--- src/mqre_pkg.sv ---
// ----------------------------------------------------------------------------
// mqre_pkg
// Types and codes shared by the message queue, its cells and its checker.
// ----------------------------------------------------------------------------
package mqre_pkg;

  // Operation codes of a request transaction
  typedef enum logic [1:0] {
    OP_ENQUEUE = 2'd0,
    OP_DEQUEUE = 2'd1,
    OP_CLEAR   = 2'd2,
    OP_NONE    = 2'd3
  } op_t;

  // Message types
  typedef enum logic [1:0] {
    MT_READY    = 2'd0,
    MT_REQUEST  = 2'd1,
    MT_RESPONSE = 2'd2,
    MT_UNKNOWN  = 2'd3
  } msg_type_t;

  // Enqueue outcome codes
  typedef enum logic [2:0] {
    ST_ACCEPTED       = 3'd0,
    ST_DROP_UNKNOWN   = 3'd1,
    ST_DROP_DUP_READY = 3'd2,
    ST_EVICT_READY    = 3'd3,
    ST_EVICT_OLDEST   = 3'd4
  } enq_status_t;

  // Request transaction payload
  typedef struct packed {
    logic [1:0]  opcode;
    logic [1:0]  msg_type;
    logic [15:0] msg_id;
    logic [7:0]  payload_tag;
  } req_t;

  // Response transaction payload
  typedef struct packed {
    logic        out_valid;
    logic [1:0]  out_type;
    logic [15:0] out_id;
    logic [7:0]  out_tag;
    logic [2:0]  enq_status;
    logic [7:0]  evicted_tag;
    logic [4:0]  occupancy;
    logic        has_request;
  } rsp_t;

  // One queued message
  typedef struct packed {
    logic [1:0]  kind;
    logic [15:0] id;
    logic [7:0]  tag;
  } entry_t;

  // Control broadcast to every cell of the chain
  typedef struct packed {
    logic   write_en;     // store wr_entry in the cell at the write index
    logic   shift_front;  // every cell takes its right neighbour's entry
    logic   shift_ready;  // cells from the first READY onwards take their neighbour's entry
    entry_t wr_entry;
  } cell_ctl_t;

endpackage

--- src/mqre_cell.sv ---
// ----------------------------------------------------------------------------
// mqre_cell
// One queue slot: holds an entry, takes its right neighbour's entry on a
// shift, and passes the READY search and request flag down the chain.
// ----------------------------------------------------------------------------
module mqre_cell
  import mqre_pkg::*;
#(
  parameter int IDX = 0,
  parameter int CW  = 5
) (
  input  logic          clk,
  input  cell_ctl_t     ctl,
  input  logic [CW-1:0] count,
  input  logic [CW-1:0] wr_idx,
  input  entry_t        right,
  input  logic          seen_in,
  input  logic [7:0]    tag_in,
  input  logic          req_in,
  output entry_t        entry,
  output logic          seen_out,
  output logic [7:0]    tag_out,
  output logic          req_out
);

  logic occupied;
  logic ready_hit;
  logic shift;

  // Flag what this slot holds
  assign occupied  = count > CW'(IDX);
  assign ready_hit = occupied && (entry.kind == MT_READY);

  // Carry the first READY and its tag towards the back
  assign seen_out = seen_in | ready_hit;
  assign tag_out  = seen_in ? tag_in : (ready_hit ? entry.tag : 8'd0);
  assign req_out  = req_in | (occupied && (entry.kind == MT_REQUEST));

  // Close the gap left by a removed entry
  assign shift = ctl.shift_front | (ctl.shift_ready & seen_out);

  // Write, shift or hold
  always_ff @(posedge clk) begin
    if (ctl.write_en && (wr_idx == CW'(IDX))) begin
      entry <= ctl.wr_entry;
    end else if (shift) begin
      entry <= right;
    end
  end

endmodule

--- config.mk ---
export PLATFORM = sky130hd
export DESIGN_NAME = mqre_cell
export DESIGN_NICKNAME = d
export VERILOG_FILES = /design/src/mqre_pkg.sv /design/src/mqre_cell.sv
export SDC_FILE = /design/constraint.sdc
export NUM_CORES = 1
export LEC_CHECK = 0
export BUFFER_PORTS_ARGS = -buffer_cell sky130_fd_sc_hd__buf_2
export CORE_MARGIN = 2
export CORE_UTILIZATION = 35
export CTS_CLUSTER_DIAMETER = 60
export DETAILED_ROUTE_END_ITERATION = 10
export PLACE_DENSITY = 0.8
export RECOVER_POWER = 50
export SLEW_MARGIN = 20
export SYNTH_ARGS = -nofsm -noshare
export SYNTH_HDL_FRONTEND = slang
export SYNTH_SLANG_ARGS = --single-unit
--- constraint.sdc ---
create_clock -name clk -period 3.3 [get_ports clk]
set_clock_uncertainty 0.15 [all_clocks]
set_input_delay 0.66 -clock clk [delete_from_list [all_inputs] [get_ports clk]]
set_output_delay 0.66 -clock clk [all_outputs]
set_load 0.005 [all_outputs]
==> results.cfg <==
[detailed_routing]
met2_length_um = 1860
maxUsedRoutingLayer = met4
detail_route.iter0.violations = 55
totalWireLength_um = 3440
detail_route.wirelength.met1_um = 1320
drc = 0
via_per_inst = 4.61
drtPass1Iterations = 4
met3_length_um = 235
antenna_left = 0
wire_per_inst_um = 13.6
routed-via-count = 1167

[cells_and_area]
final_net_count = 282
largest_reg_flops = 26
max_flop_register = entry
layout.cell_area.non_filler_um2 = 1970
final_layout_size_suffix_gt1_frac = 0.576
mostFrequentLayoutCells = 96 x sky130_fd_sc_hd__buf_2, 26 x sky130_fd_sc_hd__edfxtp_1, 15 x sky130_fd_sc_hd__clkbuf_1
number_of_inserted_diodes = 0
biggestRegsByFlops = entry: 26 flops
flow.area_growth_from_synthesis_pct = 41.3
leading_cell_type_in_the_layout_fill_and_taps_excluded = sky130_fd_sc_hd__buf_2
fill_cells = 369

[clock_tree]
cts.repair_timing.setup_buffer_count = 0
cts.reportedPaths.clkPinSlew_ps = 80
cts.root.buffer_cell = sky130_fd_sc_hd__clkbuf_8
cts_tree = done
cts_inserted_buffers = 3
clock_latency_ps = 260
post_cts.resized_instances = 0
cts_htree_levels = 1
postCtsHoldBufs = 0
numClockSinks = 26
ctsLongestPathBuffers = 2

[yosys]
yosysUniqueCellTypes = 16
syn-cell-area_um2 = 1400
synth-warning-count = 0
syn_area_per_cell_um2 = 15.0
cell_type_with_the_largest_total_area_after_synthesis = sky130_fd_sc_hd__edfxtp_1
top_cells_by_area_synth = sky130_fd_sc_hd__edfxtp_1 56%, sky130_fd_sc_hd__mux2_4 20%, sky130_fd_sc_hd__mux2_2 5.7%
synth.ff_latch_count = 26
syn_inst = 93
synth_top_area_frac = 0.560
sequential_area_share_after_synthesis = 0.560
synth_fp_nets = 169

[floorplan]
die_w_um = 67.1
floorplan.die.height_um = 67.1
initial_utilization = 0.373
io_pins = 112
core_area_um2 = 3740
dieArea_um2 = 4510
row_count = 22

[power_and_ir_drop]
lkg_pwr_nw = 0.915
power.clock.fraction = 0.241
intPower_w = 0.000555
fraction_of_power_consumed_by_sequential_logic = 0.570
power.density_cell_area_nw_per_um2 = 362
net-switching-power_w = 0.000158
worst_ir_drop_vdd_mv = 0.184
switching_portion_of_total_power = 0.222
power.combinational.fraction = 0.188

[sta]
worst_hold_slack_ps = 529
unrepaired_setup_endpoints_after_global_routing = false
finalMaxSlewViolations = 0
final.setup.tns_ps = 0
timing.fmax_ghz = 0.360
post-route-period-util = 0.842
relSlewSlack = 0.165
timing.final.hold_violations = 0
post-route-worst-setup-slack_ps = 523
worst_pin_slew_ps = 1250
timing.final.crit_period_ps = 2780
setup-violations-final = 0

[worst_hold_path]
hold_crit_class = in2reg

[worst_setup_path]
crit_path_end_kind = flop
worstPathBufferInverterCount = 2
worst_setup_path_start_kind = input pin
cp.required_ps = 3090
critical-path-top-delay-family = simple AND/OR/NAND/NOR gates
cp.arrival_ps = 2560
timing_worst_setup_path_type = in2reg
critPathMaxFanout = 27
cp_cell_sequence = clkbuf_1 > nor4b_4 > nand2_1 > a31oi_2 > buf_4
max_stage_delay_ps = 760
critical_path.slowest_cell = sky130_fd_sc_hd__nand2_1

[place]
buffer_ports.inserted = 111
weighted_congestion_reported_at_the_end_of_routability_driven_placement = 0.758
placement.setup.worst_slack_ps = 538
dp_hpwl_um = 2860
placed_cell_area_um2 = 1990

[global_route]
antenna_found_initial = 0
grt_first_pass_wirelength_um = 5060
number_of_global_route_vias_before_repair = 1106
gr-total-overflow = 0
globalRouteTotalUtil = 0.154
grt_max_degree = 28

[job]
max_cap_violations = 0

[outcome]
status = complete, no violations
## metal layers
metal / global-route usage / up-vias
li1: - / 569
met1: 0.171 / 548
met2: 0.283 / 48
met3: 0.0433 / 2
met4: 0.0459 / 0
met5: 0 / -
## cells by family (layout without fill, tap and decap cells)
logic type / Yosys count / in the layout / synth area share
buffers and inverters: 4 / 116 / 0.0215
AND/OR/NAND/NOR: 25 / 25 / 0.109
flip-flops: 26 / 26 / 0.560
AO/OA/AOI/OAI: 12 / 12 / 0.0484
multiplexers: 26 / 26 / 0.261
## cell type report
type	count	area (um^2)	area share
Tap cell	48	60.1	0.0305
Clock buffer	3	41.3	0.0209
Clock inverter	1	3.75	0.00190
Timing Repair Buffer	112	544	0.276
Multi-Input combinational cell	63	542	0.275
Sequential cell	26	781	0.396
## cell usage after synthesis
cell	instances
sky130_fd_sc_hd__edfxtp_1	26
sky130_fd_sc_hd__nand2_1	8
sky130_fd_sc_hd__a31oi_1	1
sky130_fd_sc_hd__nor2_1	3
sky130_fd_sc_hd__o21ai_2	1
sky130_fd_sc_hd__o21ai_0	9
sky130_fd_sc_hd__mux2_4	19
sky130_fd_sc_hd__nor4b_4	1
sky130_fd_sc_hd__a211oi_1	1
sky130_fd_sc_hd__buf_6	2
sky130_fd_sc_hd__nor2b_1	1
sky130_fd_sc_hd__clkbuf_1	2
sky130_fd_sc_hd__nand2b_1	10
sky130_fd_sc_hd__or4_1	1
sky130_fd_sc_hd__nand2_4	1
sky130_fd_sc_hd__mux2_2	7
## power by group through the flow
stage          sequential (W)  combinational (W)  clock (W)
6_report             0.000407           0.000134   0.000172
2_1_floorplan        0.000418          0.0000536          0
3_3_place_gp         0.000413           0.000144          0
5_1_grt              0.000410           0.000150   0.000194
4_1_cts              0.000407           0.000147   0.000179
3_5_place_dp         0.000414           0.000147          0
## worst paths after layout
kind | slack [ps] | depth (start not counted) | startpoint | endpoint
max | 520 | 5 | wr_idx[4] | entry[11]$_DFFE_PP_
min | 530 | 2 | ctl[8] | entry[8]$_DFFE_PP_
max reg2reg | 1560 | 4 | entry[24]$_DFFE_PP_ | entry[11]$_DFFE_PP_
min reg2reg | 1010 | 4 | entry[25]$_DFFE_PP_ | entry[0]$_DFFE_PP_
## metrics by stage
stage / instances / util / power [W]
6_report: 253 / 0.527 / 0.000713
5_1_grt: 253 / 0.527 / 0.000754
2_1_floorplan: 93 / - / 0.000471
3_3_place_gp: 249 / 0.533 / 0.000557
4_1_cts: 253 / 0.545 / 0.000733
3_5_place_dp: 249 / 0.533 / 0.000561
Power figures use the tool's default switching activity.
